--- src/rtl/core/hdte_pkg.sv ---
`default_nettype none

package hdte_pkg;

  // minimum string length for a complete date
  localparam int unsigned TEXT_MIN_LEN = 25;
  localparam int unsigned POS_W        = 5;

  // field positions within the string
  localparam logic [POS_W-1:0] POS_DAY    = 5'd5;
  localparam logic [POS_W-1:0] POS_MONTH  = 5'd8;
  localparam logic [POS_W-1:0] POS_YEAR   = 5'd12;
  localparam logic [POS_W-1:0] POS_HOUR   = 5'd17;
  localparam logic [POS_W-1:0] POS_MINUTE = 5'd20;
  localparam logic [POS_W-1:0] POS_SECOND = 5'd23;
  localparam logic [POS_W-1:0] POS_SAT    = 5'(TEXT_MIN_LEN);

  localparam logic [7:0]  CHAR_ZERO = 8'h30;
  localparam logic [7:0]  CHAR_NINE = 8'h39;
  localparam logic [13:0] YEAR_MIN  = 14'd1900;
  localparam int unsigned NUM_MONTHS = 12;

  // result status codes
  localparam logic [1:0] STAT_OK    = 2'd0;
  localparam logic [1:0] STAT_SHORT = 2'd1;
  localparam logic [1:0] STAT_BAD   = 2'd2;

  // controller states
  typedef enum logic [4:0] {
    S_COLLECT = 5'b00001,
    S_DIV     = 5'b00010,
    S_DAYS    = 5'b00100,
    S_MUL     = 5'b01000,
    S_SUM     = 5'b10000
  } state_t;

  // controller to datapath commands
  typedef struct packed {
    logic take_byte;
    logic last;
    logic calc_div;
    logic calc_days;
    logic calc_mul;
    logic load_out;
  } dp_cmd_t;

  // month name plus trailing space, first character in the top byte
  function automatic logic [31:0] month_code(input logic [3:0] idx);
    logic [31:0] code;
    case (idx)
      4'd0:    code = 32'h4A616E20;
      4'd1:    code = 32'h46656220;
      4'd2:    code = 32'h4D617220;
      4'd3:    code = 32'h41707220;
      4'd4:    code = 32'h4D617920;
      4'd5:    code = 32'h4A756E20;
      4'd6:    code = 32'h4A756C20;
      4'd7:    code = 32'h41756720;
      4'd8:    code = 32'h53657020;
      4'd9:    code = 32'h4F637420;
      4'd10:   code = 32'h4E6F7620;
      4'd11:   code = 32'h44656320;
      default: code = 32'h0;
    endcase
    return code;
  endfunction

  // days from March 1 to the first of the month (year starts in March)
  function automatic logic [8:0] month_doy(input logic [3:0] idx);
    logic [8:0] doy;
    case (idx)
      4'd0:    doy = 9'd306;
      4'd1:    doy = 9'd337;
      4'd2:    doy = 9'd0;
      4'd3:    doy = 9'd31;
      4'd4:    doy = 9'd61;
      4'd5:    doy = 9'd92;
      4'd6:    doy = 9'd122;
      4'd7:    doy = 9'd153;
      4'd8:    doy = 9'd184;
      4'd9:    doy = 9'd214;
      4'd10:   doy = 9'd245;
      4'd11:   doy = 9'd275;
      default: doy = 9'd0;
    endcase
    return doy;
  endfunction

endpackage

`default_nettype wire

--- src/rtl/core/hdte_ctrl.sv ---
`default_nettype none

module hdte_ctrl (
  input  wire logic              clk,
  input  wire logic              rst_n,
  input  wire logic              in_valid,
  input  wire logic              in_last_byte,
  output logic                   in_ready,
  output logic                   out_valid,
  input  wire logic              out_ready,
  output hdte_pkg::dp_cmd_t      cmd
);

  hdte_pkg::state_t state_r, state_nxt;
  logic             out_valid_r, out_valid_nxt;
  logic             load;

  assign in_ready  = (state_r == hdte_pkg::S_COLLECT);
  assign out_valid = out_valid_r;

  // result loads once the output register is free
  assign load = (state_r == hdte_pkg::S_SUM) && (!out_valid_r || out_ready);

  always_comb begin
    cmd           = '0;
    cmd.take_byte = in_valid && in_ready;
    cmd.last      = in_last_byte;
    cmd.calc_div  = (state_r == hdte_pkg::S_DIV);
    cmd.calc_days = (state_r == hdte_pkg::S_DAYS);
    cmd.calc_mul  = (state_r == hdte_pkg::S_MUL);
    cmd.load_out  = load;
  end

  // next state
  always_comb begin
    state_nxt = state_r;
    case (state_r)
      hdte_pkg::S_COLLECT: begin
        if (in_valid && in_last_byte) state_nxt = hdte_pkg::S_DIV;
      end
      hdte_pkg::S_DIV:  state_nxt = hdte_pkg::S_DAYS;
      hdte_pkg::S_DAYS: state_nxt = hdte_pkg::S_MUL;
      hdte_pkg::S_MUL:  state_nxt = hdte_pkg::S_SUM;
      hdte_pkg::S_SUM: begin
        if (load) state_nxt = hdte_pkg::S_COLLECT;
      end
      default: state_nxt = hdte_pkg::S_COLLECT;
    endcase
  end

  // output valid flag
  always_comb begin
    out_valid_nxt = out_valid_r;
    if (load) out_valid_nxt = 1'b1;
    else if (out_ready) out_valid_nxt = 1'b0;
  end

  always_ff @(posedge clk) begin
    if (!rst_n) begin
      state_r     <= hdte_pkg::S_COLLECT;
      out_valid_r <= 1'b0;
    end else begin
      state_r     <= state_nxt;
      out_valid_r <= out_valid_nxt;
    end
  end

`ifndef SYNTH
  // the final byte stops intake until its result is loaded
  a_last_stops_intake: assert property (@(posedge clk) disable iff (!rst_n)
    (in_valid && in_ready && in_last_byte) |=> !in_ready)
    else $error("input still ready after final byte");

  // a new result appears only out of the summing step
  a_valid_from_sum: assert property (@(posedge clk) disable iff (!rst_n)
    $rose(out_valid_r) |-> $past(state_r == hdte_pkg::S_SUM))
    else $error("result valid without summing step");

  // arithmetic takes exactly three steps before summing
  a_calc_sequence: assert property (@(posedge clk) disable iff (!rst_n)
    (state_r == hdte_pkg::S_DIV) |=> ##1 (state_r == hdte_pkg::S_MUL) ##1
    (state_r == hdte_pkg::S_SUM))
    else $error("arithmetic sequence broken");

  // a pending result is never overwritten
  a_no_overwrite: assert property (@(posedge clk) disable iff (!rst_n)
    (out_valid_r && !out_ready) |-> !load)
    else $error("pending result overwritten");
`endif

endmodule

`default_nettype wire

--- src/rtl/core/hdte_dp.sv ---
`default_nettype none

module hdte_dp (
  input  wire logic                clk,
  input  wire logic                rst_n,
  input  wire hdte_pkg::dp_cmd_t   cmd,
  input  wire logic [7:0]          text_byte,
  output logic signed [38:0]       epoch_seconds,
  output logic [1:0]               status
);

  // parse state
  logic [hdte_pkg::POS_W-1:0] pos_r, pos_nxt;
  logic [6:0]  day_r, day_nxt;
  logic [6:0]  hour_r, hour_nxt;
  logic [6:0]  min_r, min_nxt;
  logic [6:0]  sec_r, sec_nxt;
  logic [13:0] year_r, year_nxt;
  logic [31:0] month_r, month_nxt;
  logic        bad_r, bad_nxt;

  // arithmetic stages
  logic [13:0]        yy_r;
  logic [6:0]         q100_r;
  logic [18:0]        hms_r;
  logic [1:0]         stat_r;
  logic [8:0]         doy_r;
  logic signed [23:0] days_r;
  logic [38:0]        secs_r;
  logic signed [38:0] epoch_r;
  logic [1:0]         status_r;

  logic        is_digit;
  logic [3:0]  digit;
  logic        month_ok;
  logic [3:0]  month_idx;
  logic [13:0] yy;
  logic [26:0] q_prod;
  logic [18:0] hms;
  logic [1:0]  stat;
  logic [23:0] days_pos;
  logic [23:0] days_neg;
  logic signed [41:0] mul_prod;

  assign is_digit = (text_byte >= hdte_pkg::CHAR_ZERO) && (text_byte <= hdte_pkg::CHAR_NINE);
  assign digit    = 4'(text_byte - hdte_pkg::CHAR_ZERO);

  // byte capture at the fixed field positions
  always_comb begin
    pos_nxt   = pos_r;
    day_nxt   = day_r;
    hour_nxt  = hour_r;
    min_nxt   = min_r;
    sec_nxt   = sec_r;
    year_nxt  = year_r;
    month_nxt = month_r;
    bad_nxt   = bad_r;
    if (cmd.load_out) begin
      pos_nxt   = '0;
      day_nxt   = '0;
      hour_nxt  = '0;
      min_nxt   = '0;
      sec_nxt   = '0;
      year_nxt  = '0;
      month_nxt = '0;
      bad_nxt   = 1'b0;
    end else if (cmd.take_byte) begin
      case (pos_r) inside
        [hdte_pkg::POS_DAY:hdte_pkg::POS_DAY + 5'd1]: begin
          if (is_digit) day_nxt = 7'(day_r * 7'd10 + 7'(digit));
          else bad_nxt = 1'b1;
        end
        [hdte_pkg::POS_MONTH:hdte_pkg::POS_MONTH + 5'd3]: begin
          month_nxt = {month_r[23:0], text_byte};
        end
        [hdte_pkg::POS_YEAR:hdte_pkg::POS_YEAR + 5'd3]: begin
          if (is_digit) year_nxt = 14'(year_r * 14'd10 + 14'(digit));
          else bad_nxt = 1'b1;
        end
        [hdte_pkg::POS_HOUR:hdte_pkg::POS_HOUR + 5'd1]: begin
          if (is_digit) hour_nxt = 7'(hour_r * 7'd10 + 7'(digit));
          else bad_nxt = 1'b1;
        end
        [hdte_pkg::POS_MINUTE:hdte_pkg::POS_MINUTE + 5'd1]: begin
          if (is_digit) min_nxt = 7'(min_r * 7'd10 + 7'(digit));
          else bad_nxt = 1'b1;
        end
        [hdte_pkg::POS_SECOND:hdte_pkg::POS_SECOND + 5'd1]: begin
          if (is_digit) sec_nxt = 7'(sec_r * 7'd10 + 7'(digit));
          else bad_nxt = 1'b1;
        end
        default: ;
      endcase
      // position holds on the final byte and saturates at POS_SAT; it gives the string length minus one
      if (!cmd.last && (pos_r < hdte_pkg::POS_SAT)) pos_nxt = pos_r + 5'd1;
    end
  end

  // month name lookup
  always_comb begin
    month_ok  = 1'b0;
    month_idx = '0;
    for (int i = 0; i < hdte_pkg::NUM_MONTHS; i++) begin
      if (month_r == hdte_pkg::month_code(4'(i))) begin
        month_ok  = 1'b1;
        month_idx = 4'(i);
      end
    end
  end

  // January and February count with the previous year
  assign yy     = year_r - 14'(month_idx < 4'd2);
  // yy / 100 by reciprocal, exact below 43699
  assign q_prod = 27'(yy) * 27'd5243;
  assign hms    = 19'(hour_r) * 19'd3600 + 19'(min_r) * 19'd60 + 19'(sec_r);

  always_comb begin
    if (pos_r < hdte_pkg::POS_SAT - 5'd1) stat = hdte_pkg::STAT_SHORT;
    else if (bad_r || !month_ok || (year_r < hdte_pkg::YEAR_MIN)) stat = hdte_pkg::STAT_BAD;
    else stat = hdte_pkg::STAT_OK;
  end

  // days: yy*365 + yy/4 - yy/100 + yy/400 + doy + day - 1 - 719468
  assign days_pos = 24'(yy_r) * 24'd365 + 24'(yy_r >> 2) + 24'(q100_r >> 2)
                  + 24'(doy_r) + 24'(day_r);
  assign days_neg = 24'(q100_r) + 24'd719469;
  assign mul_prod = $signed({{18{days_r[23]}}, days_r}) * $signed(42'sd86400);

  always_ff @(posedge clk) begin
    if (!rst_n) begin
      pos_r   <= '0;
      day_r   <= '0;
      hour_r  <= '0;
      min_r   <= '0;
      sec_r   <= '0;
      year_r  <= '0;
      month_r <= '0;
      bad_r   <= 1'b0;
    end else begin
      pos_r   <= pos_nxt;
      day_r   <= day_nxt;
      hour_r  <= hour_nxt;
      min_r   <= min_nxt;
      sec_r   <= sec_nxt;
      year_r  <= year_nxt;
      month_r <= month_nxt;
      bad_r   <= bad_nxt;
    end
  end

  // arithmetic pipeline steps, enabled by the controller
  always_ff @(posedge clk) begin
    if (cmd.calc_div) begin
      yy_r   <= yy;
      q100_r <= q_prod[25:19];
      hms_r  <= hms;
      stat_r <= stat;
      doy_r  <= hdte_pkg::month_doy(month_idx);
    end
    if (cmd.calc_days) days_r <= $signed(days_pos - days_neg);
    if (cmd.calc_mul)  secs_r <= mul_prod[38:0];
    if (cmd.load_out) begin
      status_r <= stat_r;
      epoch_r  <= (stat_r == hdte_pkg::STAT_OK) ? $signed(secs_r + 39'(hms_r)) : '0;
    end
  end

  assign epoch_seconds = epoch_r;
  assign status        = status_r;

endmodule

`default_nettype wire

--- src/rtl/core/http_date_text_to_epoch_core.sv ---
// Channel  | Ports                                  | Direction
// input    | in_valid, in_ready, in_text_byte,      | in (ready out)
//          | in_last_byte                           |
// result   | out_valid, out_ready,                  | out (ready in)
//          | out_epoch_seconds, out_status          |
//
// One byte is taken per cycle while a string is collected.
// After the final byte, the date arithmetic steps (divide, day count,
// multiply by 86400, sum) run in that order before the result loads.
// The 24x18 day multiplier sets the step length.
// Intake stops from the final byte until its result loads; a stalled output
// holds the result and the summing step waits for it to drain.
// Reset is synchronous, active low, and clears the parse state.
`default_nettype none

module http_date_text_to_epoch_core (
  input  wire logic               clk,
  input  wire logic               rst_n,
  input  wire logic               in_valid,
  output logic                    in_ready,
  input  wire logic [7:0]         in_text_byte,
  input  wire logic               in_last_byte,
  output logic                    out_valid,
  input  wire logic               out_ready,
  output logic signed [38:0]      out_epoch_seconds,
  output logic [1:0]              out_status
);

  hdte_pkg::dp_cmd_t cmd;

  // control
  hdte_ctrl u_ctrl (
    .clk          (clk),
    .rst_n        (rst_n),
    .in_valid     (in_valid),
    .in_last_byte (in_last_byte),
    .in_ready     (in_ready),
    .out_valid    (out_valid),
    .out_ready    (out_ready),
    .cmd          (cmd)
  );

  // parse and arithmetic
  hdte_dp u_dp (
    .clk           (clk),
    .rst_n         (rst_n),
    .cmd           (cmd),
    .text_byte     (in_text_byte),
    .epoch_seconds (out_epoch_seconds),
    .status        (out_status)
  );

endmodule

`default_nettype wire
--- config.mk ---
export PLATFORM = sky130hd
export DESIGN_NAME = http_date_text_to_epoch_core
export DESIGN_NICKNAME = d
export VERILOG_FILES = /design/src/rtl/core/hdte_pkg.sv /design/src/rtl/core/hdte_ctrl.sv /design/src/rtl/core/hdte_dp.sv /design/src/rtl/core/http_date_text_to_epoch_core.sv
export SDC_FILE = /design/constraint.sdc
export NUM_CORES = 1
export LEC_CHECK = 0
export BUFFER_PORTS_ARGS = -buffer_cell sky130_fd_sc_hd__buf_2
export CORE_UTILIZATION = 50
export CTS_BUF_LIST = sky130_fd_sc_hd__clkbuf_8
export DETAILED_ROUTE_END_ITERATION = 10
export GPL_ROUTABILITY_DRIVEN = 1
export PLACE_DENSITY = 0.77
export SLEW_MARGIN = 20
export SYNTH_ARGS = -nofsm -noshare
export SYNTH_HDL_FRONTEND = slang
export SYNTH_SLANG_ARGS = --single-unit
--- constraint.sdc ---
create_clock -name clk -period 23.1 [get_ports clk]
set_clock_uncertainty 0.2 [all_clocks]
set_input_delay 3.465 -clock clk [delete_from_list [all_inputs] [get_ports clk]]
set_output_delay 3.465 -clock clk [all_outputs]
set_load 0.05 [all_outputs]
# Yosys cells after proc, flatten, opt, wreduce, memory -nomap -nowiden
# Memories as Yosys holds them, arrays and structs flattened. A register that Yosys moved wholly into a read port is not among the register bits.
# Index checks and enable logic that the tools add are counted.
# totals
reg_bits,225
rom_bits,144
inputBits,13
output_inout_bits,43
elab_cells,156
n_memories,1
# mem_list
name,words,word_bits,read_ports,rd_ports_with_merged_regs,wr,line_no,rtl
(no name shown),16,9,1,1,0,hdte_pkg.sv:71,case (idx)
# op_classes
addsub,17
n_mul,10
magnitude_cmp,18
eq_ne,20
n_mux,36
n_bitwise,6
reduce_logical,30
# op_table
operator,n
32-bit by 31-bit == test with 1-bit output (second input constant),12
39-bit by 19-bit adder with 39-bit output,1
24-bit by 11-bit multiplier with 32-bit output (second input constant),1
7-bit by 4-bit adder with 7-bit output,4
7-bit by 3-bit multiplier with 6-bit output (second input constant),4
14-bit by 13-bit multiplier with 26-bit output (second input constant),1
5-bit one-hot mux with 5 select lines,1
23-bit by 12-bit adder with 24-bit output,1
24-bit by 5-bit adder with 24-bit output,1
24-bit by 7-bit adder with 24-bit output,1
24-bit by 9-bit adder with 24-bit output,1
24-bit subtractor,1
14-bit by 9-bit multiplier with 23-bit output (second input constant),1
1-bit 2-to-1 mux,22
7-bit by 20-bit adder with 21-bit output (second input constant),1
19-bit by 13-bit adder with 19-bit output,1
19-bit by 7-bit adder with 19-bit output,1
4-bit 2-to-1 mux,4
5-bit greater-or-equal comparator (second input constant),3
5-bit <= comparator (second input constant),3
7-bit by 8-bit multiplier with 15-bit output (second input constant),1
14-bit by 4-bit adder with 14-bit output,1
14-bit by 11-bit less-than comparator with 1-bit output (second input constant),1
14-bit by 3-bit multiplier with 13-bit output (second input constant),1
36 further kinds,68

# Depth between registers and ports, before layout
# Gate-level depths: netlist of the first run.
# depth
depth_word,17
mapped_depth,34
depth_no_buf,34

# Modules after synthesis
# From an unflattened synthesis of the first run, not the netlist that was laid out.
# hier_totals
cells_unflattened,2527
area_unflattened_um2,25607.1
# by_module_without_submodules
mod,instances,cells_per_inst,area_each_um2,seq_area_each_um2
hdte_dp,1,2486,25246.7,6045.8
hdte_ctrl,1,41,360.3,120.1

# Worst setup path before layout of the first run
# No wires, ideal clock.
# synth_path
path_type,reg-to-reg
start,register u_dp.month_r[8]
end,"register u_dp.q100_r[6], data pin"
setup_ps,260
arrival_time_ps,7172
required_ps,22640
slack_ps,15468
stages_incl_launch_ff,34
n_path_buf,1
synth_period_minus_slack_ps,7632
path_cell_list,dfxtp_1 > clkbuf_1 > nor3_1 > and4b_1 > nand3_1 > nor2_1 > a211oi_2 > and2_4 > nand2_1 > inv_1 > ha_1 > nand3_1 > or4_1 > xnor2_1 > inv_1 > fa_1 > inv_1 > ha_1 > inv_1 > fa_1 > inv_1 > fa_1 > inv_1 > fa_1 > inv_1 > ha_1 > a21o_1 > a21oi_1 > nor2b_1 > a311oi_2 > o211ai_1 > a31oi_1 > o21bai_1 > xnor2_1
# synth_between
elab_chain_cells,15
# synth_lines
element,line_no,rtl
from (decl),hdte_dp.sv:19,"logic [31:0] month_r, month_nxt;"
from (signal assigned),hdte_dp.sv:146,month_r <= month_nxt;
32-bit by 31-bit == test with 1-bit output,hdte_dp.sv:104,if (month_r == hdte_pkg::month_code(4'(i))) begin
1-bit 2-to-1 mux,hdte_dp.sv:104,
2-bit 2-to-1 mux (2 in a row),hdte_dp.sv:104,
3-bit 2-to-1 mux (4 in a row),hdte_dp.sv:104,
4-bit 2-to-1 mux (3 in a row),hdte_dp.sv:104,
4-bit 2-to-1 mux *,hdte_dp.sv:104,
4-bit by 2-bit less-than comparator with 1-bit output *,hdte_dp.sv:112,assign yy = year_r - 14'(month_idx < 4'd2);
14-bit by 1-bit subtractor with 14-bit output *,hdte_dp.sv:112,
named net u_dp.yy[11],hdte_dp.sv:37,logic [13:0] yy;
14-bit by 13-bit multiplier with 26-bit output *,hdte_dp.sv:114,assign q_prod = 27'(yy) * 27'd5243;
named net u_dp.q_prod[25],hdte_dp.sv:38,logic [26:0] q_prod;
to (signal assigned),hdte_dp.sv:155,q100_r <= q_prod[25:19];
to (decl),hdte_dp.sv:24,logic [6:0] q100_r;
# Mark *: on every way through the listed nets, which the timed path passes. The rest lies on a longest branch.
# A chain may end at the register's enable or synchronous reset.

# Worst setup path in the final report of the first run
# layout_path
start,register u_dp.month_r[0]
end,"register u_dp.q100_r[6], data pin"
# Same word-level chain as after synthesis.

==> run_results.csv, run 1 <==
group,metric,value,unit
sta,whs,0.2789,ns
setup_path,end_kind,"flip-flop",
global_route,antenna_found_initial,0,
die,die_h,226.3,um
power_and_ir_drop,p_leak,12.82,nW
yosys,synth_top_area_cell,"ha_1",
routing,wirelength,47940,um
yosys,syn_area,25160,um^2
clocking,insertion_delay,0.60,ns
clocking,cts.clk_slew.worst_paths,0.06,ns
routing,firstDrtPassIters,8,
clocking,clock_sinks,234,
routing,routedWlPerCell,14.62,um
yosys,ys_warn_count,0,
sta,maxSlewHeadroom,29.62,%
clocking,postCtsResizedCells,0,
die,die_w,226.3,um
clocking,postCtsHoldBufs,0,
place,gp_congestion,0.8841,
clocking,cts_setup_buffers,0,
sta,finalHoldViolCount,0,
die,die_area,51220,um^2
setup_path,slowest_delay,0.54,ns
place,hpwl,39800,um
die,io_pins,56,
sta,worstMarginPinSlew,1.042,ns
power_and_ir_drop,ir_drop,0.03541,mV
sta,fin_crit,8.682,ns
yosys,synth_edf_count,148,
setup_path,crit_family,"adder cells",
sta,finalSetupViolCount,0,
global_route,grt_usage,19.76,%
die,rows,81,
setup_path,cp_max_fo,6,
sta,post-route-period-util,37.58,%
finish,syn_to_final_growth,7.444,%
setup_path,critPathBufInv,6,
routing,vias,17076,
finish,nets,3286,
yosys,synth-seq-area-share,24.51,%
flow_run,drv_cap,0,
routing,drtIter0Drc,842,
clocking,cts_tree,"yes",
place,numPortBuffers,55,
yosys,synthCells,2515,
global_route,grt_pass1_wl,82930,um
die,core,49250,um^2
yosys,yosys-top-cells-count,"517 x inv_1, 451 x ha_1, 237 x fa_1, 152 x nor2_1, 148 x edfxtp_1",
setup_path,crit_required,23.24,ns
routing,drc,0,
routing,ant_nets,0,
yosys,synthDominantCellAreaShare,22.43,%
yosys,synth_nets,3216,
clocking,ctsRootBufferMaster,"clkbuf_8",
setup_path,worstSetupPathType,"flip-flop to flip-flop",
yosys,syn_avg_cell_area,10.00,um^2
yosys,synthFlopType,"edfxtp_1",
clocking,htreeDepth,2,
setup_path,worst-endpoint-arrival,8.82,ns
routing,vias_per_cell,5.208,
global_route,overflow,0,
finish,n_fill_cell,4182,
yosys,synth_seq_cells,234,
global_route,grt_max_degree,81,
die,start_util,51.08,%
setup_path,critPathLaunchType,"flip-flop",
clocking,cts_buffers,40,
yosys,synthDistinctLibCells,85,
yosys,yosysMostFrequentCell,"inv_1",
setup_path,crit_top_cell,"inv_1",
status,status,"completed",
sta,fmax,0.1152,GHz
setup_path,crit_slowest_cell,"fa_1",
sta,finalMaxSlewViolations,0,
yosys,yosys-top-cells-area,"ha_1 22%, fa_1 19%, edfxtp_1 18%",
worst_hold_path,hp-class,"flip-flop to flip-flop",
clocking,clk_path_buf_depth,3,
finish,regArea,6166,um^2
yosys,async_reset_ff_share,0,%
finish,multi_input_area,16940,um^2
power_and_ir_drop,power_density,44.17,nW/um^2
global_route,grt_pass1_vias,17938,
finish,drive_above_1_share,6.195,%
sta,rsz0062_at_grt,"false",
sta,final.setup.tns,0,ns
finish,n_antenna_cell,0,
power by group:
group          switching, mW  internal, mW  total [mW]
clock                  0.176         0.205       0.381
sequential           0.00523         0.460       0.465
combinational          0.195         0.153       0.348
path summary, 6_finish.rpt:
path / start / to / slack (ns) / cells after the start
worst min-delay path: u_dp.month_r[5]$_SDFFE_PP0P_ / u_dp.month_r[5]$_SDFFE_PP0P_ / 0.28 / 2
worst max register to register: u_dp.month_r[0]$_SDFFE_PP0P_ / u_dp.q100_r[6]$_DFFE_PP_ / 14.42 / 33
worst min register to register: u_dp.month_r[5]$_SDFFE_PP0P_ / u_dp.month_r[5]$_SDFFE_PP0P_ / 0.28 / 2
worst max-delay path: u_dp.month_r[0]$_SDFFE_PP0P_ / u_dp.q100_r[6]$_DFFE_PP_ / 14.42 / 33
layout by cell type (no fill, tap or decap), types with 5 or more instances in the layout:
master	synthesis	routed
a211oi_1	19	19
a211oi_2	7	7
a21boi_0	6	6
a21o_1	36	36
a21oi_1	122	122
a31oi_1	5	5
a41oi_1	5	5
and2_1	17	17
and3_1	12	11
buf_2	3	55
buf_4	0	5
clkbuf_8	0	49
clkinv_2	0	5
dfxtp_1	86	86
edfxtp_1	148	148
fa_1	237	237
ha_1	451	451
inv_1	517	529
mux2i_1	29	29
nand2_1	131	131
nand2b_1	15	15
nand3_1	32	32
nand4_1	13	13
nor2_1	152	150
nor2b_1	19	19
nor3_1	32	32
nor3b_1	11	11
nor4_1	11	11
o211ai_1	8	8
o21a_1	20	20
o21ai_0	64	64
o21bai_1	12	12
or2_2	7	7
or3_1	9	9
xnor2_1	128	128
xor2_1	45	45
flip-flops by register name, summed over array words and instances (netlist names), 9 cells and up:
signal	cells
u_dp.hms_r	19
u_dp.doy_r	9
u_dp.epoch_seconds	39
u_dp.secs_r	32
u_dp.month_r	32
u_dp.yy_r	14
u_dp.year_r	14
u_dp.days_r	24
cells by family (layout without fill, tap and decap cells):
family,count (synthesis),after routing,share of synthesized area (%)
compound gates,344,344,8.946
buf+inv,550,650,8.325
flops,234,234,24.51
simple gates,493,493,9.538
xor+xnor,174,174,6.112
fa+ha+maj,688,688,41.28
mux,32,32,1.288
area by class of cell:
cell class,count,area share [%]
clock inverter,23,0.5415
tap,664,3.073
clock buffer,49,2.495
sequential,234,22.81
timing repair buffer,61,1.231
multi-input combinational,1731,62.67
inverter,517,7.179
worst reg2reg max path, delay by kind of cell (launching register included):
family          cells  cell delay (ns)
compound gates      8             2.04
buf+inv             6             0.53
simple gates        9             1.93
flops               1             0.32
xor+xnor            2             0.61
fa+ha+maj           8             2.81
stage by stage:
stage               total power, mW  util (%)  std cells  instance area [um^2]  setup WS (ns)
floorplan                    0.7471         -       2515                 25160          15.47
global placement             0.8055     53.17       3206                 26190          14.65
detailed placement           0.8201     53.17       3206                 26190          14.51
CTS                           1.208     54.83       3278                 27010          14.43
global route                  1.278     54.88       3279                 27030          13.63
finish                        1.194     54.88       3279                 27030          14.42
layer usage:
layer | GRT usage, % | part of all wire, % | vias to the layer above
li1 | - | - | 8482
met1 | 24.37 | 44 | 8240
met2 | 36.01 | 50 | 277
met3 | 2.203 | 3.0 | 77
met4 | 5.972 | 2.3 | 0
met5 | 0 | 0 | -
(Power assumes the default switching activity.)
==> run 2: changes to the inputs <==
--- a/config.mk
+++ b/config.mk
@@ -10,7 +10,7 @@
 export CTS_BUF_LIST = sky130_fd_sc_hd__clkbuf_8
 export DETAILED_ROUTE_END_ITERATION = 10
 export GPL_ROUTABILITY_DRIVEN = 1
-export PLACE_DENSITY = 0.77
+export PLACE_DENSITY = 0.79
 export SLEW_MARGIN = 20
 export SYNTH_ARGS = -nofsm -noshare
 export SYNTH_HDL_FRONTEND = slang
==> constraint.sdc (replaced) <==
create_clock -name clk -period 7.79 [get_ports clk]
set_clock_uncertainty 0.2 [all_clocks]
set_input_delay 1.1685 -clock clk [delete_from_list [all_inputs] [get_ports clk]]
set_output_delay 1.1685 -clock clk [all_outputs]
set_load 0.05 [all_outputs]
==> run_results.csv, run 2 (same netlist as run 1, synthesis figures left out) <==
group,metric,value,unit
die,start_util,51.08,%
routing,drc,0,
die,io_pins,56,
flow_run,drv_cap,0,
finish,syn_to_final_growth,11.07,%
finish,fin_cells,3358,
setup_path,crit_required,7.89,ns
sta,fmax,0.1305,GHz
sta,rsz0062_at_grt,"true",
worst_hold_path,hp-class,"flip-flop to flip-flop",
sta,maxSlewHeadroom,29.93,%
finish,final_cell_mix,"519 x inv_1, 436 x ha_1, 233 x fa_1, 148 x edfxtp_1, 147 x nor2_1",
place,hpwl,40510,um
worst_hold_path,holdCritStartpoint,"u_dp.month_r[29]$_SDFFE_PP0P_",
power_and_ir_drop,p_clk_share,30.4,%
setup_path,end_kind,"flip-flop",
setup_path,crit_start,"u_dp.month_r[3]$_SDFFE_PP0P_",
die,core,49250,um^2
setup_path,critPathLaunchType,"flip-flop",
finish,nets,3364,
setup_path,cp_max_fo,4,
clocking,clock_sinks,234,
power_and_ir_drop,p_int,2.410,mW
global_route,grt_usage,20.10,%
power_and_ir_drop,ir_drop,0.09315,mV
sta,fin_crit,7.661,ns
setup_path,slowest_delay,0.54,ns
routing,firstDrtPassIters,5,
setup_path,worstSetupPathType,"flip-flop to flip-flop",
sta,final.setup.tns,0,ns
die,die_h,226.3,um
routing,vias_per_cell,5.201,
power_and_ir_drop,p_sw,1.156,mW
power_and_ir_drop,comb_power_share,30.9,%
routing,drtIter0Drc,872,
routing,routedWlPerCell,14.89,um
global_route,overflow,0,
sta,worstMarginPinSlew,1.037,ns
setup_path,regToRegStartpoint,"u_dp.month_r[3]$_SDFFE_PP0P_",
die,rows,81,
die,die_area,51220,um^2
sta,finalMaxSlewViolations,0,
routing,ant_nets,0,
global_route,grt_pass1_wl,84850,um
place,dp_cells,3268,
place,gp_congestion,0.8795,
clocking,cts_buffers,41,
clocking,postCtsHoldBufs,0,
sta,finalHoldViolCount,0,
global_route,antenna_found_initial,0,
finish,largest_register_ffs,39,
clocking,cts_tree,"yes",
global_route,grt_max_degree,81,
sta,finalSetupViolCount,0,
setup_path,worst-endpoint-arrival,7.77,ns
power_and_ir_drop,power_density,127.6,nW/um^2
place,numPortBuffers,55,
clocking,insertion_delay,0.59,ns
global_route,grt_pass1_vias,18641,
power_and_ir_drop,switching_share,32.41,%
setup_path,crit_top_cell,"fa_1",
sta,post-route-period-util,98.35,%
clocking,ctsRootBufferMaster,"clkbuf_8",
clocking,cts.clk_slew.worst_paths,0.06,ns
finish,drive_above_1_share,10.95,%
clocking,clk_path_buf_depth,3,
finish,n_antenna_cell,0,
die,die_w,226.3,um
power_and_ir_drop,seqPwrFrac,38.7,%
power_and_ir_drop,p_leak,13.23,nW
routing,vias,17464,
finish,final_common_cell,"inv_1",
routing,wirelength,50010,um
status,status,"completed",
clocking,htreeDepth,2,
setup_path,crit_slowest_cell,"fa_1",
run 2: cell types whose count changed in the layout (fill, tap and decap cells not counted), sizes merged:
cell,change
buf,+77
clkbuf,-3
inv,+3
clkinv,+2
bufinv,-1
clkinvlp,+1
run 2: layer usage:
| layer | track usage, % | part of all wire [%] | vias up |
|---|---|---|---|
| met5 | 0 | 0 | - |
| met1 | 24.37 | 44 | 8452 |
| met2 | 36.64 | 50 | 281 |
| met3 | 2.307 | 2.8 | 104 |
| met4 | 7.018 | 3.2 | 0 |
| li1 | - | - | 8627 |
run 2: final timing paths:
| kind | endpoint | slack (ns) | cells after the start |
|---|---|---|---|
| worst min register to register | u_dp.month_r[29]$_SDFFE_PP0P_ | 0.27 | 2 |
| worst max-delay path | u_dp.q100_r[6]$_DFFE_PP_ | 0.13 | 31 |
| worst max register to register | u_dp.q100_r[6]$_DFFE_PP_ | 0.13 | 31 |
| worst min-delay path | u_dp.month_r[29]$_SDFFE_PP0P_ | 0.27 | 2 |
run 2: power groups by stage:
stage / registers (mW) / logic [mW] / clock network (mW)
after global routing: 1.38 / 1.25 / 1.16
after CTS: 1.38 / 1.07 / 1.11
final: 1.38 / 1.10 / 1.08
after floorplan: 1.40 / 0.818 / 0
after global placement: 1.41 / 1.01 / 0
after detailed placement: 1.41 / 1.05 / 0
run 2: cell type report:
| cell class | instances | area, um^2 |
|---|---|---|
| Inverter | 517 | 1943 |
| Fill cell | 4050 | 21310 |
| Clock inverter | 28 | 141.4 |
| Sequential cell | 234 | 6171 |
| Timing Repair Buffer | 138 | 922.1 |
| Tap cell | 664 | 830.8 |
| Multi-Input combinational cell | 1731 | 17300 |
| Clock buffer | 46 | 633.1 |
run 2: worst max-delay path: cells and delay by family (launching register included):
kind	cells	cell delay, ns
and+or+nand+nor	9	1.74
buffers and inverters	5	0.46
DFF	1	0.36
AOI/OAI and AO/OA	7	1.46
adders and majority gates	8	2.81
xor gates and xnor gates	2	0.35
run 2: metrics by stage:
step	worst slack, ns	hold WS, ns	utilization [%]	cell area (um^2)	total power, mW
after floorplan	0.1576	0.2361	-	25160	2.216
after global placement	-0.02045	0.2514	54.11	26650	2.413
after detailed placement	-0.2083	0.2675	54.11	26650	2.457
after CTS	0.001045	0.2737	55.85	27510	3.559
after global routing	-0.1800	0.2957	56.74	27950	3.795
final	0.1287	0.2741	56.74	27950	3.565
run 2: timing repair:
| action | in CTS | in global routing |
|---|---|---|
| gates resized for setup | 9 | 73 |
| endpoints found under the setup margin | 5 | 7 |
| buffers inserted | 4 | 11 |
| pin swaps | 3 | 47 |
| hold endpoints to repair | 0 | 0 |
==> run 3: changes to the inputs <==
--- a/config.mk
+++ b/config.mk
@@ -6,11 +6,11 @@
 export NUM_CORES = 1
 export LEC_CHECK = 0
 export BUFFER_PORTS_ARGS = -buffer_cell sky130_fd_sc_hd__buf_2
-export CORE_UTILIZATION = 50
+export CORE_UTILIZATION = 45
 export CTS_BUF_LIST = sky130_fd_sc_hd__clkbuf_8
 export DETAILED_ROUTE_END_ITERATION = 10
 export GPL_ROUTABILITY_DRIVEN = 1
-export PLACE_DENSITY = 0.79
+export PLACE_DENSITY = 0.74
 export SLEW_MARGIN = 20
 export SYNTH_ARGS = -nofsm -noshare
 export SYNTH_HDL_FRONTEND = slang
==> run_results.csv, run 3 (same netlist as run 1, synthesis figures left out) <==
group,metric,value,unit
global_route,grt_pass1_vias,18508,
setup_path,end_kind,"flip-flop",
clocking,ctsRootBufferMaster,"clkbuf_8",
finish,stdcell_area,28070,um^2
status,status,"completed",
setup_path,crit_family,"adder cells",
setup_path,critPathLaunchType,"flip-flop",
clocking,clock_sinks,234,
finish,multi_input_area,17350,um^2
place,numPortBuffers,55,
sta,worstMarginPinSlew,1.049,ns
routing,drc,0,
sta,fin_crit,7.604,ns
global_route,antenna_found_initial,0,
global_route,grt_pass1_wl,84590,um
worst_hold_path,hp-class,"flip-flop to flip-flop",
global_route,grt_usage,17.91,%
global_route,grt_max_degree,81,
setup_path,crit_slowest_cell,"fa_1",
finish,final_common_cell,"inv_1",
routing,vias,17423,
clocking,insertion_delay,0.61,ns
clocking,cts_tree,"yes",
routing,drtIter0Drc,759,
finish,n_antenna_cell,0,
global_route,overflow,0,
sta,finalSetupViolCount,0,
die,die_area,56860,um^2
clocking,cts.clk_slew.worst_paths,0.06,ns
sta,fmax,0.1315,GHz
routing,wirelength,49320,um
sta,post-route-period-util,97.62,%
clocking,clk_path_buf_depth,3,
sta,final.setup.tns,0,ns
finish,drive_above_1_share,11.10,%
die,start_util,45.58,%
power_and_ir_drop,power_density,128.8,nW/um^2
setup_path,worstSetupPathType,"flip-flop to flip-flop",
setup_path,worst-endpoint-arrival,7.73,ns
place,gp_congestion,0.8729,
die,io_pins,56,
sta,finalHoldViolCount,0,
place,hpwl,40040,um
clocking,cts_buffers,43,
sta,maxSlewHeadroom,29.18,%
finish,n_fill_cell,4799,
routing,firstDrtPassIters,8,
place,place_area,26720,um^2
sta,fin_ws,0.1858,ns
setup_path,cp_max_fo,3,
die,die_h,238.5,um
setup_path,crit_top_cell,"fa_1",
flow_run,drv_cap,0,
setup_path,slowest_delay,0.55,ns
clocking,postCtsHoldBufs,0,
finish,syn_to_final_growth,11.55,%
routing,ant_nets,0,
die,rows,86,
routing,vias_per_cell,5.075,
die,core,55200,um^2
power_and_ir_drop,ir_drop,0.08995,mV
routing,routedWlPerCell,14.37,um
finish,regArea,6172,um^2
setup_path,critPathBufInv,6,
finish,nets,3357,
sta,finalMaxSlewViolations,0,
finish,largest_register_ffs,39,
power_and_ir_drop,p_leak,13.21,nW
die,die_w,238.5,um
clocking,htreeDepth,2,
finish,final_cell_mix,"513 x inv_1, 436 x ha_1, 234 x fa_1, 148 x edfxtp_1, 146 x nor2_1",
place,pre_cts_slack,-0.1687,ns
setup_path,crit_required,7.92,ns
## run 3: changes by cell type in the layout (fill, tap and decap cells not counted), sizes merged
cell	before	now
buf	138	129
clkinv	10	14
inv	534	530
bufinv	0	2
clkbuf	46	44
## run 3: power breakdown
part           switching (mW)  internal [mW]
sequential             0.0158           1.36
clock                   0.540          0.596
combinational           0.595          0.504
total                    1.15           2.46
## run 3: per-layer routing
layer | up-vias | routed length, um | part of all wire, % | GRT usage [%]
li1 | 8622 | - | - | -
met1 | 8395 | 21570 | 44 | 21.67
met2 | 303 | 24810 | 50 | 32.71
met3 | 103 | 1464 | 3.0 | 1.955
met4 | 0 | 1472 | 3.0 | 6.352
met5 | - | 0 | 0 | 0
## run 3: final timing paths
kind              slack, ns                          start  cells past startpoint                             to
setup / recovery       0.19   u_dp.month_r[3]$_SDFFE_PP0P_                     33       u_dp.q100_r[6]$_DFFE_PP_
hold / removal         0.27  u_dp.month_r[30]$_SDFFE_PP0P_                      2  u_dp.month_r[30]$_SDFFE_PP0P_
setup reg to reg       0.19   u_dp.month_r[3]$_SDFFE_PP0P_                     33       u_dp.q100_r[6]$_DFFE_PP_
hold reg to reg        0.27  u_dp.month_r[30]$_SDFFE_PP0P_                      2  u_dp.month_r[30]$_SDFFE_PP0P_
## run 3: what timing repair did
item | 4_1_cts | 5_1_grt
setup buffers | 0 | 11
pin swaps | 1 | 47
gates resized for setup | 9 | 86
setup endpoints to repair | 6 | 7
## run 3: cell type report
class | instances | area share (%)
clock buffers | 44 | 2.158
flip-flops and latches | 234 | 21.99
clock inverters | 30 | 0.7044
well taps | 748 | 3.335
repair buffers | 129 | 3.045
inverters | 517 | 6.932
multi-input cells | 1731 | 61.83
## run 3: tightest hold or removal path, delay by kind of cell (launching register included)
family          cells  cell delay, ns
flops               1            0.32
simple gates        1            0.06
compound gates      1            0.05
## run 3: stage by stage
stage	hold slack, ns	total power, mW	instances	util, %
after floorplan	0.2361	2.216	2515	-
after global placement	0.2525	2.430	3347	48.41
after detailed placement	0.2636	2.461	3347	48.41
after CTS	0.2726	3.621	3421	49.97
after global routing	0.2942	3.851	3433	50.84
final	0.2718	3.614	3433	50.84
